## src/rtl/cau_pkg.sv

```systemverilog
`timescale 1ns / 1ps
// ----------------------------------------------------------------------------
// cau_pkg
// Shared types and constants for the complex arithmetic unit.
// ----------------------------------------------------------------------------
package cau_pkg;

   localparam int DATA_WIDTH = 32;
   localparam int FRAC_BITS  = 16;
   localparam int PROD_W     = 2 * DATA_WIDTH;
   localparam int QUO_BITS   = DATA_WIDTH + 1;
   localparam int PRE_SHIFT  = QUO_BITS - FRAC_BITS;
   localparam int DIV_STEPS  = QUO_BITS;
   localparam int LATENCY    = 4 + DIV_STEPS + 1;

   typedef enum logic [1:0] {
      OP_ADD = 2'd0,
      OP_SUB = 2'd1,
      OP_MUL = 2'd2,
      OP_DIV = 2'd3
   } op_type;

   typedef struct packed {
      logic [1:0]                    kind;
      logic signed [DATA_WIDTH-1:0]  a_re;
      logic signed [DATA_WIDTH-1:0]  a_im;
      logic signed [DATA_WIDTH-1:0]  b_re;
      logic signed [DATA_WIDTH-1:0]  b_im;
   } req_type;

   typedef struct packed {
      logic signed [DATA_WIDTH-1:0]  res_re;
      logic signed [DATA_WIDTH-1:0]  res_im;
      logic                          overflow;
      logic                          div_zero;
   } rsp_type;

   typedef struct packed {
      logic [PROD_W:0]     rem;
      logic [QUO_BITS-1:0] quo;
      logic [QUO_BITS-1:0] nbits;
   } div_lane_type;

   typedef struct packed {
      op_type              kind;
      logic                div_zero;
      logic [PROD_W-1:0]   den;
      logic                neg_re;
      logic                neg_im;
      logic                big_re;
      logic                big_im;
      logic [PROD_W-1:0]   mag_re;
      logic [PROD_W-1:0]   mag_im;
      div_lane_type        re;
      div_lane_type        im;
   } pipe_type;

endpackage

```

## src/rtl/cau_out.sv

```systemverilog
`timescale 1ns / 1ps
// ----------------------------------------------------------------------------
// cau_out
// Result selection, saturation and flag generation into the output register.
// ----------------------------------------------------------------------------
module cau_out import cau_pkg::*; (
   input  logic     clock,
   input  logic     reset,
   input  logic     in_valid,
   input  pipe_type in_pipe,
   output logic     out_valid,
   output rsp_type  out_rsp
);

   localparam logic [PROD_W-1:0] MAX_POS = PROD_W'((64'd1 << (DATA_WIDTH - 1)) - 64'd1);
   localparam logic [PROD_W-1:0] MAX_NEG = PROD_W'(64'd1 << (DATA_WIDTH - 1));

   logic              valid_ff;
   rsp_type           rsp_ff, rsp_in;
   logic [PROD_W-1:0] fin_re, fin_im;
   logic [DATA_WIDTH:0] sat_re, sat_im;

   function automatic logic [DATA_WIDTH:0] saturate(input logic neg,
                                                     input logic [PROD_W-1:0] mag);
      logic [DATA_WIDTH:0] r;
      if (!neg) begin
         if (mag > MAX_POS) r = {1'b1, MAX_POS[DATA_WIDTH-1:0]};
         else               r = {1'b0, mag[DATA_WIDTH-1:0]};
      end else begin
         if (mag > MAX_NEG) r = {1'b1, MAX_NEG[DATA_WIDTH-1:0]};
         else               r = {1'b0, DATA_WIDTH'(-mag[DATA_WIDTH-1:0])};
      end
      return r;
   endfunction

   always_comb begin
      if (in_pipe.kind == OP_DIV) begin
         fin_re = in_pipe.big_re ? '1 : PROD_W'(in_pipe.re.quo);
         fin_im = in_pipe.big_im ? '1 : PROD_W'(in_pipe.im.quo);
      end else begin
         fin_re = in_pipe.mag_re;
         fin_im = in_pipe.mag_im;
      end
      sat_re = saturate(in_pipe.neg_re, fin_re);
      sat_im = saturate(in_pipe.neg_im, fin_im);
      if (in_pipe.div_zero) begin
         rsp_in = '0;
         rsp_in.div_zero = 1'b1;
      end else begin
         rsp_in.res_re   = sat_re[DATA_WIDTH-1:0];
         rsp_in.res_im   = sat_im[DATA_WIDTH-1:0];
         rsp_in.overflow = sat_re[DATA_WIDTH] | sat_im[DATA_WIDTH];
         rsp_in.div_zero = 1'b0;
      end
   end

   always_ff @(posedge clock) begin
      if (reset) begin
         valid_ff <= 1'b0;
      end else begin
         valid_ff <= in_valid;
      end
      rsp_ff <= rsp_in;
   end

   assign out_valid = valid_ff;
   assign out_rsp   = rsp_ff;

endmodule

```

## config.mk

```make
export PLATFORM = sky130hd
export DESIGN_NAME = cau_out
export DESIGN_NICKNAME = d
export VERILOG_FILES = /design/src/rtl/cau_pkg.sv /design/src/rtl/cau_out.sv
export SDC_FILE = /design/constraint.sdc
export NUM_CORES = 1
export LEC_CHECK = 0
export BUFFER_PORTS_ARGS = -buffer_cell sky130_fd_sc_hd__buf_4
export CORE_AREA = 3 3 205 207
export CTS_CLUSTER_SIZE = 30
export DETAILED_ROUTE_END_ITERATION = 12
export DIE_AREA = 0 0 208 210
export PLACE_DENSITY = 0.41
export SLEW_MARGIN = 20
export SYNTH_ARGS = -nofsm -noshare
export SYNTH_HDL_FRONTEND = slang
export SYNTH_SLANG_ARGS = --single-unit
export TNS_END_PERCENT = 30
```

## constraint.sdc

```tcl
create_clock -name clock -period 2.9 [get_ports clock]
set_input_delay 0.29 -clock clock [delete_from_list [all_inputs] [get_ports clock]]
set_output_delay 0.29 -clock clock [all_outputs]
set_load 0.005 [all_outputs]
```

==> flow_summary.toml <==
[power_and_ir_drop]
p_total_w = 0.00320
max-vdd-ir-drop_v = 0.000209
power-per-cell-area_mw_per_mm2 = 348
static-leakage-power_nw = 3.87

[route]
firstDrtPassIters = 5
remaining_drc_errors = 0
ratio_of_routed_vias_to_standard_cells = 4.33
drt-total-wl_um = 30800
via_count = 6806
detailedRoute.firstIterationViolations = 280
wire_per_inst_um = 19.6
count_of_nets_left_with_antenna_violations_after_detail_routing = 0

[floorplan]
core.rowCount = 74
die_area_sq_mm = 0.0437
design.core.area_sq_mm = 0.0406
effective_utilization_at_floorplan_pct = 13.9
io_pins = 531
dieHeight_um = 210
die_width_um = 208

[cts]
holdBufCountCts = 0
number_of_levels_in_the_clock_h_tree = 3
clock_tree.root_cell = "sky130_fd_sc_hd__clkbuf_16"
clock_tree.buffer_depth = 2
clk_pin_slew_worst_paths_ns = 0.06
clock_tree_from_tritoncts = "built"
total_clock_sinks = 67
cts_buffers = 9

[yosys]
post_synthesis_compound_gate_area_fraction_pct = 28.1
synthDominantCellAreaShare_pct = 23.8
yosysWarnings = 0
yosys.area_share.adder_pct = 0.889
netlist_area_before_placement_sq_mm = 0.00563
largest_family_of_logic_cells_by_synthesized_area = "simple AND/OR/NAND/NOR gates"
synth_area_per_cell_sq_um = 8.06
mux_cell_area_share_after_synthesis_pct = 1.25
netlist.top_cell.by_area = "sky130_fd_sc_hd__dfxtp_1"
synth-simple-area-share_pct = 32.6
top_cells_by_area_in_the_synthesized_netlist = "sky130_fd_sc_hd__dfxtp_1 24%, sky130_fd_sc_hd__a21oi_1 7.7%, sky130_fd_sc_hd__nor2_1 5.3%"
synth_seq_area_share_pct = 23.8
synthesis.nets = 1166
synth_top_flop_cell = "sky130_fd_sc_hd__dfxtp_1"
synthArstFlopShare_pct = 0
synth_enable_flop_cells = 0
ys_ff_latch = 67
synth_common_cells = "87 x sky130_fd_sc_hd__a21oi_1, 80 x sky130_fd_sc_hd__nor2_1, 67 x sky130_fd_sc_hd__dfxtp_1"
synthCells = 698
post_synth_xor_area_fraction_pct = 6.85
most_used_standard_cell_by_instance_count_after_synthesis = "sky130_fd_sc_hd__a21oi_1"
synth.lib_cells_used.distinct = 77

[placed_design]
dp_worst_setup_slack_ns = -0.470
placement.io_buffers = 270
dp_cells = 1554
place.gp.congestion = 0.842
dp_hpwl_um = 25700

[global_routing]
grt_pass1_wl_um = 44200
grt_remaining_overflow = 0
grt_pass1_vias = 6713
initial_antenna_violation_count = 10
maximum_number_of_pins_on_one_net_before_global_route_repair = 56
gr-usage-all-layers_pct = 13.6

[cells_and_area]
drive_above_1_share_pct = 46.5
nets = 1503
final_cell_count_no_fill = 1572
final_core_utilization_pct = 22.7
flow.area_growth_from_synthesis_pct = 63.6
antenna_cells = 0

[sta]
slew-limit-headroom_pct = 42.5
final-hold-violation-count = 0
grt_setup_unrepaired = "no"
tightest_slew_ns = 0.860
fmax_mhz = 371
max_slew_violation_count = 0
final.setup.worst_slack_ns = 0.205
finalWorstPathRequiredPeriod_ns = 2.70
finalSetupViolCount = 0
min_period_over_period_pct = 92.9

[min_path]
worstHoldPathType = "primary input to flip-flop"
holdPathStages = 2

[worst_setup_path]
worst-path-max-fanout = 38
setup.worst_path.end = "out_rsp[44]"
cp.arrival_ns = 2.98
type_of_the_worst_setup_path = "primary input to flip-flop"
critical_path.startpoint = "in_pipe[460]"
critical_path.startpoint_type = "primary input"
endpoint_kind = "flip-flop"
required_ns = 3.19

[job]
max_cap_violations = 0

[run_status]
status = "finished, final reports clean"
-- flip-flops by register name, indices dropped and copies added (netlist names) --
name       flops
out_rsp       66
out_valid      1
-- layer usage --
layer	global-route usage (%)	routed length, um
met2	18.9	12100
met1	19.7	15100
met4	2.98	402
met5	0	140
met3	5.54	3100
-- final cells by class --
class                   instances  area [sq um]
clock buffers                  10           229
clock inverters                 6          90.1
fillers                      4516         31300
inverters                       9          33.8
multi-input cells             568          3940
flip-flops and latches         67          1340
well taps                     532           666
repair buffers                380          2900
-- cell usage in the layout, fill, tap and decap left out, types with 12 or more instances in the layout --
cell type,synthesis,layout
sky130_fd_sc_hd__nor2_1,80,80
sky130_fd_sc_hd__dfxtp_1,67,67
sky130_fd_sc_hd__xor2_1,19,19
sky130_fd_sc_hd__nand2_1,41,41
sky130_fd_sc_hd__buf_4,7,372
sky130_fd_sc_hd__a211oi_1,15,15
sky130_fd_sc_hd__a211oi_2,20,20
sky130_fd_sc_hd__xnor2_1,25,25
sky130_fd_sc_hd__nor4_1,22,22
sky130_fd_sc_hd__and4bb_2,18,18
sky130_fd_sc_hd__o21ai_0,18,17
sky130_fd_sc_hd__nor3_1,35,35
sky130_fd_sc_hd__o22ai_1,12,12
sky130_fd_sc_hd__a21oi_1,87,87
-- worst min-delay path by stage --
stage                       startpoint    endpoint  slack (ns)
after floorplan           in_pipe[458]  out_rsp[0]        0.32
after detailed placement         reset   out_valid        0.45
after global placement           reset   out_valid        0.45
after global routing             reset   out_valid        0.08
final                            reset   out_valid         0.1
after CTS                        reset   out_valid        0.08
-- cell families (layout without fill, tap and decap cells) --
group,after synthesis,in the layout
compound gates,219,219
xor+xnor,44,44
fa+ha+maj,4,4
buf+inv,63,405
flops,67,67
mux,7,7
simple gates,294,294
-- critical path, stage by stage --
cell and delay (ns):
sky130_fd_sc_hd__buf_4 0.13, sky130_fd_sc_hd__buf_6 0.28, sky130_fd_sc_hd__buf_4 0.26, sky130_fd_sc_hd__and4bb_1 0.25, sky130_fd_sc_hd__o22ai_1 0.15, sky130_fd_sc_hd__nor4_4 0.34
sky130_fd_sc_hd__buf_12 0.17, sky130_fd_sc_hd__nand3_4 0.08, sky130_fd_sc_hd__o31ai_4 0.32, sky130_fd_sc_hd__o21bai_4 0.16, sky130_fd_sc_hd__a311oi_1 0.34, sky130_fd_sc_hd__buf_4 0.17
-- report_power, final --
group	internal [W]	switching, W	total [W]
Sequential	0.000976	0.0000179	0.000994
Combinational	0.000490	0.000483	0.000973
Clock	0.000756	0.000480	0.00124
-- through the flow --
step           area, sq um  TNS [ns]  hold WS (ns)
5_1_grt               9210         0        0.0838
3_3_place_gp          8830    -10.56         0.448
6_report              9210         0        0.0960
3_5_place_dp          8830    -10.44         0.448
2_1_floorplan         5630         0         0.318
4_1_cts               9150         0        0.0775
-- what timing repair did --
item | 4_1_cts | 5_1_grt
pin swaps | 0 | 1
resized for setup | 3 | 9
gates cloned | 0 | 0
buffers inserted | 0 | 2
endpoints found under the setup margin | 2 | 27
Power figures use the tool's default switching activity.
