File: src/rtl/cau_pkg.sv
`timescale 1ns / 1ps
// ----------------------------------------------------------------------------
// cau_pkg
// Shared types and constants for the complex arithmetic unit.
// ----------------------------------------------------------------------------
package cau_pkg;

   localparam int DATA_WIDTH = 32;
   localparam int FRAC_BITS  = 16;
   localparam int PROD_W     = 2 * DATA_WIDTH;
   localparam int QUO_BITS   = DATA_WIDTH + 1;
   localparam int PRE_SHIFT  = QUO_BITS - FRAC_BITS;
   localparam int DIV_STEPS  = QUO_BITS;
   localparam int LATENCY    = 4 + DIV_STEPS + 1;

   typedef enum logic [1:0] {
      OP_ADD = 2'd0,
      OP_SUB = 2'd1,
      OP_MUL = 2'd2,
      OP_DIV = 2'd3
   } op_type;

   typedef struct packed {
      logic [1:0]                    kind;
      logic signed [DATA_WIDTH-1:0]  a_re;
      logic signed [DATA_WIDTH-1:0]  a_im;
      logic signed [DATA_WIDTH-1:0]  b_re;
      logic signed [DATA_WIDTH-1:0]  b_im;
   } req_type;

   typedef struct packed {
      logic signed [DATA_WIDTH-1:0]  res_re;
      logic signed [DATA_WIDTH-1:0]  res_im;
      logic                          overflow;
      logic                          div_zero;
   } rsp_type;

   typedef struct packed {
      logic [PROD_W:0]     rem;
      logic [QUO_BITS-1:0] quo;
      logic [QUO_BITS-1:0] nbits;
   } div_lane_type;

   typedef struct packed {
      op_type              kind;
      logic                div_zero;
      logic [PROD_W-1:0]   den;
      logic                neg_re;
      logic                neg_im;
      logic                big_re;
      logic                big_im;
      logic [PROD_W-1:0]   mag_re;
      logic [PROD_W-1:0]   mag_im;
      div_lane_type        re;
      div_lane_type        im;
   } pipe_type;

endpackage

File: src/rtl/cau_div_step.sv
`timescale 1ns / 1ps
// ----------------------------------------------------------------------------
// cau_div_step
// One registered restoring-division step, applied to both lanes.
// ----------------------------------------------------------------------------
module cau_div_step import cau_pkg::*; (
   input  logic     clock,
   input  logic     reset,
   input  logic     in_valid,
   input  pipe_type in_pipe,
   output logic     out_valid,
   output pipe_type out_pipe
);

   logic     valid_ff;
   pipe_type pipe_ff, pipe_in;

   function automatic div_lane_type step(input div_lane_type l, input logic [PROD_W-1:0] den);
      logic [PROD_W:0] t;
      logic            ge;
      div_lane_type    r;
      t       = {l.rem[PROD_W-1:0], l.nbits[QUO_BITS-1]};
      ge      = t >= {1'b0, den};
      r.rem   = ge ? (t - {1'b0, den}) : t;
      r.quo   = {l.quo[QUO_BITS-2:0], ge};
      r.nbits = {l.nbits[QUO_BITS-2:0], 1'b0};
      return r;
   endfunction

   always_comb begin
      pipe_in    = in_pipe;
      pipe_in.re = step(in_pipe.re, in_pipe.den);
      pipe_in.im = step(in_pipe.im, in_pipe.den);
   end

   always_ff @(posedge clock) begin
      if (reset) begin
         valid_ff <= 1'b0;
      end else begin
         valid_ff <= in_valid;
      end
      pipe_ff <= pipe_in;
   end

   assign out_valid = valid_ff;
   assign out_pipe  = pipe_ff;

endmodule

File: config.mk
export PLATFORM = sky130hd
export DESIGN_NAME = cau_div_step
export DESIGN_NICKNAME = d
export VERILOG_FILES = /design/src/rtl/cau_pkg.sv /design/src/rtl/cau_div_step.sv
export SDC_FILE = /design/constraint.sdc
export NUM_CORES = 1
export LEC_CHECK = 0
export BUFFER_PORTS_ARGS = -buffer_cell sky130_fd_sc_hd__buf_2
export CORE_AREA = 2 2 365 367
export DETAILED_ROUTE_END_ITERATION = 8
export DIE_AREA = 0 0 367 369
export PLACE_DENSITY_LB_ADDON = 0.2
export SLEW_MARGIN = 20
export SYNTH_ARGS = -nofsm -noshare
export SYNTH_HDL_FRONTEND = slang
export SYNTH_SLANG_ARGS = --single-unit
File: constraint.sdc
create_clock -name clock -period 4.82 [get_ports clock]
set_input_delay 0.241 -clock clock [delete_from_list [all_inputs] [get_ports clock]]
set_output_delay 0.241 -clock clock [all_outputs]
set_load 0.01 [all_outputs]
==> results.md, run 1 <==
- The run finished with clean final reports.
- TritonCTS built the clock tree.
- The hold violation count in the final report was 0.
- The root buffer cell is sky130_fd_sc_hd__clkbuf_16.
- For the worst setup path, the data required time is roughly 5400 ps.
- The sequential cell area is a little over 9000 µm².
- In this run the static leakage power is ~15 nW.
- The post-layout total power is roughly 12 mW.
- Sequential cells were found to cover 49.10% of the synthesized design area.
- The area overhead of the layout relative to synthesis is 71.87%.
- The number of top-level design ports is ~930.
- The buffering stage count on the worst path with inverters included is 5.
- The critical-path cell with the highest stage delay is sky130_fd_sc_hd__dlygate4sd3_1.
- The TritonCTS buffer count is 60.
- After filler insertion, the fill cell instance count of the layout stands at roughly 14,000.
- Counting distinct cell types in the post-synthesis netlist gives 79.
- By area the synthesized netlist is led by sky130_fd_sc_hd__dfxtp_1 (49%), sky130_fd_sc_hd__ha_1 (8.5%), sky130_fd_sc_hd__a21oi_1 (5.6%).
- Net switching is a little under a third of the power.
- The number of synthesized flops with an enable pin is 0.
- The max-slew violation total from the final report is 0.
- The category of the worst setup path launch point is an input port.
- For the worst setup path, the data arrival time is approximately 4600 ps.
- The slew at the pin closest to its max-slew limit is roughly 880 ps.
- The headroom to the max-slew limit is between 40% and 50%.
- The ratio of final minimum period to clock period is ~85%.
- The H-tree was split into 2 levels.
- In the detailed route, the total length drawn on met3 is a little under 7 mm.
- The clock group share of total power is roughly 40%.
- The startpoint of the most critical setup path is in_pipe[420].
- Power spread over the standard cell area amounts to ~380 nW/µm².
- The sequential group share of total power is 35.5%.
- After detailed routing, the number of remaining DRC violations is 0.
- The wire length on met1 is around 49 mm.
- The mean area per synthesized cell is roughly 9.4 µm².
- The total of endpoints with negative setup slack in the final report is 0.
- The maximum clock insertion buffer count is 3.
- Of all cell types, the one taking the most synthesized area is sky130_fd_sc_hd__dfxtp_1.
- In the synthesized netlist, the cells that appear most often are sky130_fd_sc_hd__dfxtp_1 (460), sky130_fd_sc_hd__a21oi_1 (208), sky130_fd_sc_hd__nand2_1 (181).
- The cell repeated most along the worst path is sky130_fd_sc_hd__a21oi_1.
- In the synthesized netlist, the number of instances is about 2,000.
- The post-detailed-routing wire length is between 100 and 150 mm.
- The area of the multi-input gates is 8725 µm².
- The hold path startpoint is in_pipe[260].
- By startpoint and endpoint, the worst setup path is classified as in2reg.
- The routed length per placed instance is around 24 µm.
- After global routing the overflow that remains totals 0.
- The combinational cell fraction of total power is a little under a quarter.
- Cells fill ~25% of the core in the end.
- The first routing iteration left 965 violations.
- The global-route wire length before repair is about 160 mm.
- Entering global routing, the biggest net connects between 40 and 50 pins.
- The tool flagged a number of max-cap violations equal to 0.
- The setup slack after layout is around 710 ps.
- The detailed placement HPWL is approximately 100 mm.
- The initial antenna violation count is 30.
- The y dimension of the die is around 370 µm.
- The dominant delay contributor by cell family on the critical path is compound AO/OA/AOI/OAI gates.
- In the post-synthesis netlist, the cell with the most instances is sky130_fd_sc_hd__dfxtp_1.
- The critical path capture point type is a flop.
- The warning count from the yosys run is 0.
- For this run, the slowest stage of the critical path takes 580 ps.
- In this run the tool buffered the top-level ports with about 900 buffer cells.
- Of the cells placed in the final design, the portion with a size suffix greater than 1 is 31.41%.
- Summing all non-filler instances in the final layout gives an area of 32,240 µm².
- The total number of clock tree sinks is 460.
- The post-route minimum period is 4108 ps.
- The region available for standard cell placement spans between 100,000 and 150,000 µm².
- The path class of the tightest hold or removal check is in2reg.
- The mapped cell area is between 15,000 and 20,000 µm².
- The number of gates resized after cts is 0.
- Synthesis inferred 460 register bits.
- After the last flow step, the layout net total stands at between 3,000 and 4,000.
- The primary flip-flop cell chosen by synthesis mapping is sky130_fd_sc_hd__dfxtp_1.
- The detailed router placed ~20,000 vias in this run.
- Signal routing reaches up to met5.
- Post-CTS timing repair inserted 0 buffers for setup.
- The number of standard-cell rows in the floorplan is roughly 130.
- The analysis attributes to net switching a power of about 3.7 mW.
- The internal portion of the total power is between 8 and 9 mW.
- The routed length on met2 is around 63 mm.
- Across every metal layer, demand over resource in global routing totals 17.39%.
- The biggest fanout along the worst timing path is 43.
- The die covers about 140,000 µm².
- Timing would allow up to ~240 MHz.
- The length of the first detailed-routing pass in iterations is 6.
- Clock-pin slew was measured on the worst setup and hold paths at 60 ps.
- Summed over its instances, the top area cell type makes up ~49% of the synthesized netlist area.
- For the final routed database, the setup TNS stands at 0 ps.
- The peak supply drop is a little under 0.3 mV.
- The die span in x is between 300 and 400 µm.
- The count of nets left with antenna violations once routing finished came out at 0.
- Walking the worst path, the cells encountered are dlygate4sd3_1, buf_2, inv_1, ha_1, a21o_1, a21oi_1, o21ai_0, a41oi_1, nand4b_1, o2111a_1, nor4_4, a31oi_2, clkinv_2, buf_12, nor2_1, a21oi_1.
- The cell area after placement is around 25,000 µm².
- OpenSTA, run right after detailed placement, puts the worst setup slack at 658.0 ps.
- Setup repair after global routing left no endpoint under its margin.
- The number of hold buffers added after CTS was around 460.
- After synthesis, the share of flip-flops with an asynchronous set or reset is 0%.
- The number of vias per cell is roughly 3.8.
- Routability-driven placement finished with a final weighted congestion of roughly 0.86.
- The via count of the first global-routing pass is around 20,000.
- For this configuration, the core starts out at a cell density of between 10 and 15%.
sequential cells by signal, indices dropped and copies added, names as in the netlist:
register,count
out_valid,1
out_pipe,459
power groups by stage:
| stage | logic, mW | clock network (mW) | registers, mW |
|---|---|---|---|
| 2_1_floorplan | 1.09 | 0 | 4.57 |
| 3_3_place_gp | 2.61 | 0 | 4.39 |
| 3_5_place_dp | 2.60 | 0 | 4.39 |
| 4_1_cts | 2.96 | 5.16 | 4.31 |
| 5_1_grt | 3.13 | 5.29 | 4.34 |
| 6_report | 2.89 | 4.94 | 4.30 |
through the flow:
stage          hold WS, ps  cells
6_report             81.75   5207
4_1_cts              15.97   5193
5_1_grt              30.92   5199
3_3_place_gp         343.6   4625
3_5_place_dp         344.6   4625
2_1_floorplan        268.7   2002
layout by cell type, fill, tap and decap left out, types with 34 or more instances in the layout:
cell	n
sky130_fd_sc_hd__o21ai_0	119
sky130_fd_sc_hd__nand4_1	39
sky130_fd_sc_hd__a21o_1	62
sky130_fd_sc_hd__inv_1	107
sky130_fd_sc_hd__nor3_1	39
sky130_fd_sc_hd__dfxtp_1	460
sky130_fd_sc_hd__a21oi_1	208
sky130_fd_sc_hd__xor2_1	52
sky130_fd_sc_hd__nor2_1	130
sky130_fd_sc_hd__ha_1	128
sky130_fd_sc_hd__xnor2_1	57
sky130_fd_sc_hd__buf_2	919
sky130_fd_sc_hd__clkbuf_16	61
sky130_fd_sc_hd__nand3_1	34
sky130_fd_sc_hd__nand2_1	181
sky130_fd_sc_hd__dlygate4sd3_1	458
layer usage:
layer,up-vias,track usage [%]
li1,9832,-
met1,9313,19.90
met2,746,32.06
met3,130,3.775
met4,12,5.162
met5,-,0
cell type report:
type | instances | share of cell area (%)
Antenna cell | 14 | 0.1087
Clock buffer | 83 | 5.395
Clock inverter | 27 | 1.347
Inverter | 108 | 1.261
Multi-Input combinational cell | 1347 | 27.06
Sequential cell | 460 | 28.57
Tap cell | 1755 | 6.812
Timing Repair Buffer | 1413 | 29.44
kinds of logic after synthesis:
kind of cell	share of synthesized area (%)
other	0.01999
xor gates and xnor gates	5.090
and+or+nand+nor	12.94
muxes	0.3135
buffers and inverters	4.496
AOI/OAI and AO/OA	19.29
adders and majority gates	8.753
DFF	49.10
path summary, 6_finish.rpt:
path                            end  slack (ps)  cells past startpoint
worst max-delay path  out_pipe[225]         710                     16
worst min-delay path  out_pipe[261]          80                      2
No activity file was read; power rests on OpenSTA's default activity.
==> inputs of run 2 (changes only) <==
--- a/config.mk
+++ b/config.mk
@@ -5,10 +5,10 @@
 export SDC_FILE = /design/constraint.sdc
 export NUM_CORES = 1
 export LEC_CHECK = 0
-export BUFFER_PORTS_ARGS = -buffer_cell sky130_fd_sc_hd__buf_2
 export CORE_AREA = 2 2 365 367
 export DETAILED_ROUTE_END_ITERATION = 8
 export DIE_AREA = 0 0 367 369
+export DONT_BUFFER_PORTS = 1
 export PLACE_DENSITY_LB_ADDON = 0.2
 export SLEW_MARGIN = 20
 export SYNTH_ARGS = -nofsm -noshare
==> run 2 against run 1 <==
  * Final area decreased by 15%
  * Wire length increased by 1.6%
  * Clock-buffer cell count decreased by 4
  * Critical path depth decreased by 4
  * Maximum frequency increased by 5.9%
  * Via count decreased by 16%
  * Power decreased by 9.0%
  * Worst hold slack got worse by 21 ps
  * Die area unchanged
  * Global-route usage increased by 0.29 points
  * Clock power decreased by 12%
  * First-iteration DRC count decreased by 14%
  * Critical path type unchanged
  * Largest power group is now sequential cells
==> results.md, run 2 (synthesis results as in run 1) <==
- The cell area after placement is 20,830 µm² (-18%).
- The library cell used most frequently in the layout, excluding fill and tap cells, is sky130_fd_sc_hd__dlygate4sd3_1.
- The root buffer cell is sky130_fd_sc_hd__clkbuf_16.
- In the layout the commonest cells are sky130_fd_sc_hd__dlygate4sd3_1 (461), sky130_fd_sc_hd__dfxtp_1 (460), sky130_fd_sc_hd__a21oi_1 (208).
- The number of nets with antenna violations after routing is 0 (unchanged).
- The routed via count is 16,820 (-16%).
- The slew at the pin closest to its max-slew limit was 1088 ps (+205.4 ps).
- The post-route minimum period came to 3880 ps (-228.2 ps).
- The remaining global-route overflow is 0 (unchanged).
- The peak supply drop is 0.2563 mV (-13%).
- The TritonCTS buffer count is 57 (-5.0%).
- The fraction of final layout cells with drive strength greater than 1 is 5.781% (-26 points).
- The max-slew violation total from the final report is 0 (unchanged).
- The area overhead of the layout relative to synthesis is 45.84%.
- The worst slack at placement is 813.3 ps (+155.3 ps).
- The headroom to the max-slew limit is 26.55% (-14 points).
- The kind of path behind the tightest hold check is in2reg.
- The largest incremental delay on the critical path is 650 ps (+70 ps).
- TritonCTS built the clock tree.
- The category of the worst setup path launch point is an input port.
- The area of the core is 131,100 µm² (unchanged).
- The critical path capture point type is a flop.
- Setup repair after global routing left no endpoint under its margin.
- The post-detailed-routing wire length is 124.9 mm (+1.6%).
- The largest net degree at the start of global routing is 49 (+11%).
- The die outline area is 135,400 µm² (unchanged).
- The number of remaining DRC errors was 0 (unchanged).
- The number of flip-flops under the largest register name is 459 (unchanged).
- The setup slack after layout is 940.5 ps (+228.2 ps).
- The initial cell density of the core was 14.30% (unchanged).
- The leakage power summed over all cells came to 11.15 nW (-25%).
- The ratio of final minimum period to clock period came to 80.49% (-4.7 points).
- The quantity of I/O buffers inserted on ports is 0 (-100%).
- The number of top-level design ports is 926 (unchanged).
- The kind of cell with the highest combined delay along the critical path is compound AO/OA/AOI/OAI gates.
- The routed length per placed instance is 29.18 µm (+24%).
- The worst setup path is of the in2reg kind.
- The total number of clock tree sinks is 460 (unchanged).
- The total of endpoints with negative setup slack in the final report is 0 (unchanged).
- The critical-path cell with the highest stage delay is sky130_fd_sc_hd__dlygate4sd3_1.
- By instance count, the cell type seen most on the critical path is sky130_fd_sc_hd__o21ai_0.
- The reported max-cap violation count came to 0 (unchanged).
- The total routing usage reported by global routing is 17.69% (+0.29 points).
- The hold violation count in the final report is 0 (unchanged).
- The detailed router's first-iteration violation count is 831 (-14%).
- The placer's final routability congestion estimate came to 0.8653 (+1.0%).
- The area of the multi-input gates was 8726 µm² (about the same).
- The post-layout total power was 11.03 mW (-9.0%).
- Traced cell by cell, the critical path runs through dlygate4sd3_1, ha_1, fa_1, nand2b_1, a21oi_1, o31ai_2, o2111a_1, nor3_1, o21ai_0, o21ai_0, xnor2_1, o21ai_0.
- The power density over the cells was 403.4 nW/µm² (+7.2%).
- The length of the first detailed-routing pass in iterations is 5 (-1).
- The clock-pin slew of the registers on the worst-case setup and hold paths is 60 ps (about the same).
- The global-route wire length before repair is 162.2 mm (-1.5%).
- The detailed placement HPWL is 102.6 mm (-1.6%).
- The worst endpoint required time is 5310 ps (-50 ps).
- The biggest fanout along the worst timing path is 4 (-91%).
- The sequential cell area was 9209 µm² (unchanged).
- The setup total negative slack is 0 ps (unchanged).
- The maximum clock insertion buffer count was 3 (unchanged).
- The highest achievable clock rate was 257.8 MHz (+5.9%).
- The die span in x is 367 µm (unchanged).
- The number of standard-cell rows in the floorplan is 133 (unchanged).
- The worst path arrival time is 4370 ps (-270 ps).
- The final-layout worst hold slack is 61.21 ps (-20.54 ps).
- The flow ran to the end, and the final reports show no timing, DRC or antenna violations.
- The number of vias per cell is 3.931 (+2.2%).
- The via count of the first global-routing pass was 17,080 (-16%).
- The buffering stage count on the worst path with inverters included is 1 (-4).
- The initial antenna violation count came to 26 (-13%).
- The post-route cell area was 27,350 µm² (-15%).
- The y dimension of the die is 369 µm (unchanged).
- The net total in the final layout is 3,063 (-23%).
- The count of filler cells inserted in the layout is 14,550 (+0.71%).
- The level count of the clock H-tree is 2 (unchanged).
run 2: cell types whose count changed in the layout (fill, tap and decap cells not counted), moves of 3 or more:
cell | before | now
sky130_fd_sc_hd__buf_2 | 919 | 0
sky130_fd_sc_hd__bufinv_16 | 9 | 2
sky130_fd_sc_hd__clkinv_2 | 10 | 6
sky130_fd_sc_hd__clkbuf_16 | 61 | 58
sky130_fd_sc_hd__diode_2 | 14 | 17
sky130_fd_sc_hd__dlygate4sd3_1 | 458 | 461
sky130_fd_sc_hd__inv_6 | 1 | 4
run 2: final cells by class:
type                    count  area share (%)
flip-flops and latches    460           33.67
multi-input cells        1347           31.90
repair buffers            495           17.94
well taps                1755           8.028
clock buffers              79           5.997
inverters                 108           1.491
clock inverters            19          0.8233
diodes                     17          0.1555
run 2: timing repair:
| item | in CTS | in global routing |
|---|---|---|
| hold buffers | 461 | 0 |
| resized for setup | 0 | 0 |
| setup buffers | 0 | 0 |
| hold endpoints to repair | 458 | 0 |
run 2: metal layers:
layer,track usage [%],share of wire (%)
met1,20.11,39
met2,33.03,52
met3,4.369,6.1
met4,3.783,2.2
met5,0,0.0056
run 2: power breakdown:
group / switching (mW) / leakage [nW] / internal, mW / total [mW]
clock: 1.87 / 0.907 / 2.48 / 4.35
sequential: 0.559 / 3.88 / 4.19 / 4.75
combinational: 1.11 / 6.36 / 0.820 / 1.93
total: 3.54 / 11.1 / 7.50 / 11.0
run 2: metrics by stage:
stage          utilization [%]  instances
6_report                 20.86       4280
5_1_grt                  20.84       4269
3_3_place_gp             15.89       3704
2_1_floorplan                -       2002
4_1_cts                  20.83       4263
3_5_place_dp             15.89       3704
run 2: path summary, 6_finish.rpt:
| kind | startpoint | endpoint | cells after the start |
|---|---|---|---|
| max | in_pipe[394] | out_pipe[110] | 12 |
| min | in_pipe[68] | out_pipe[69] | 3 |
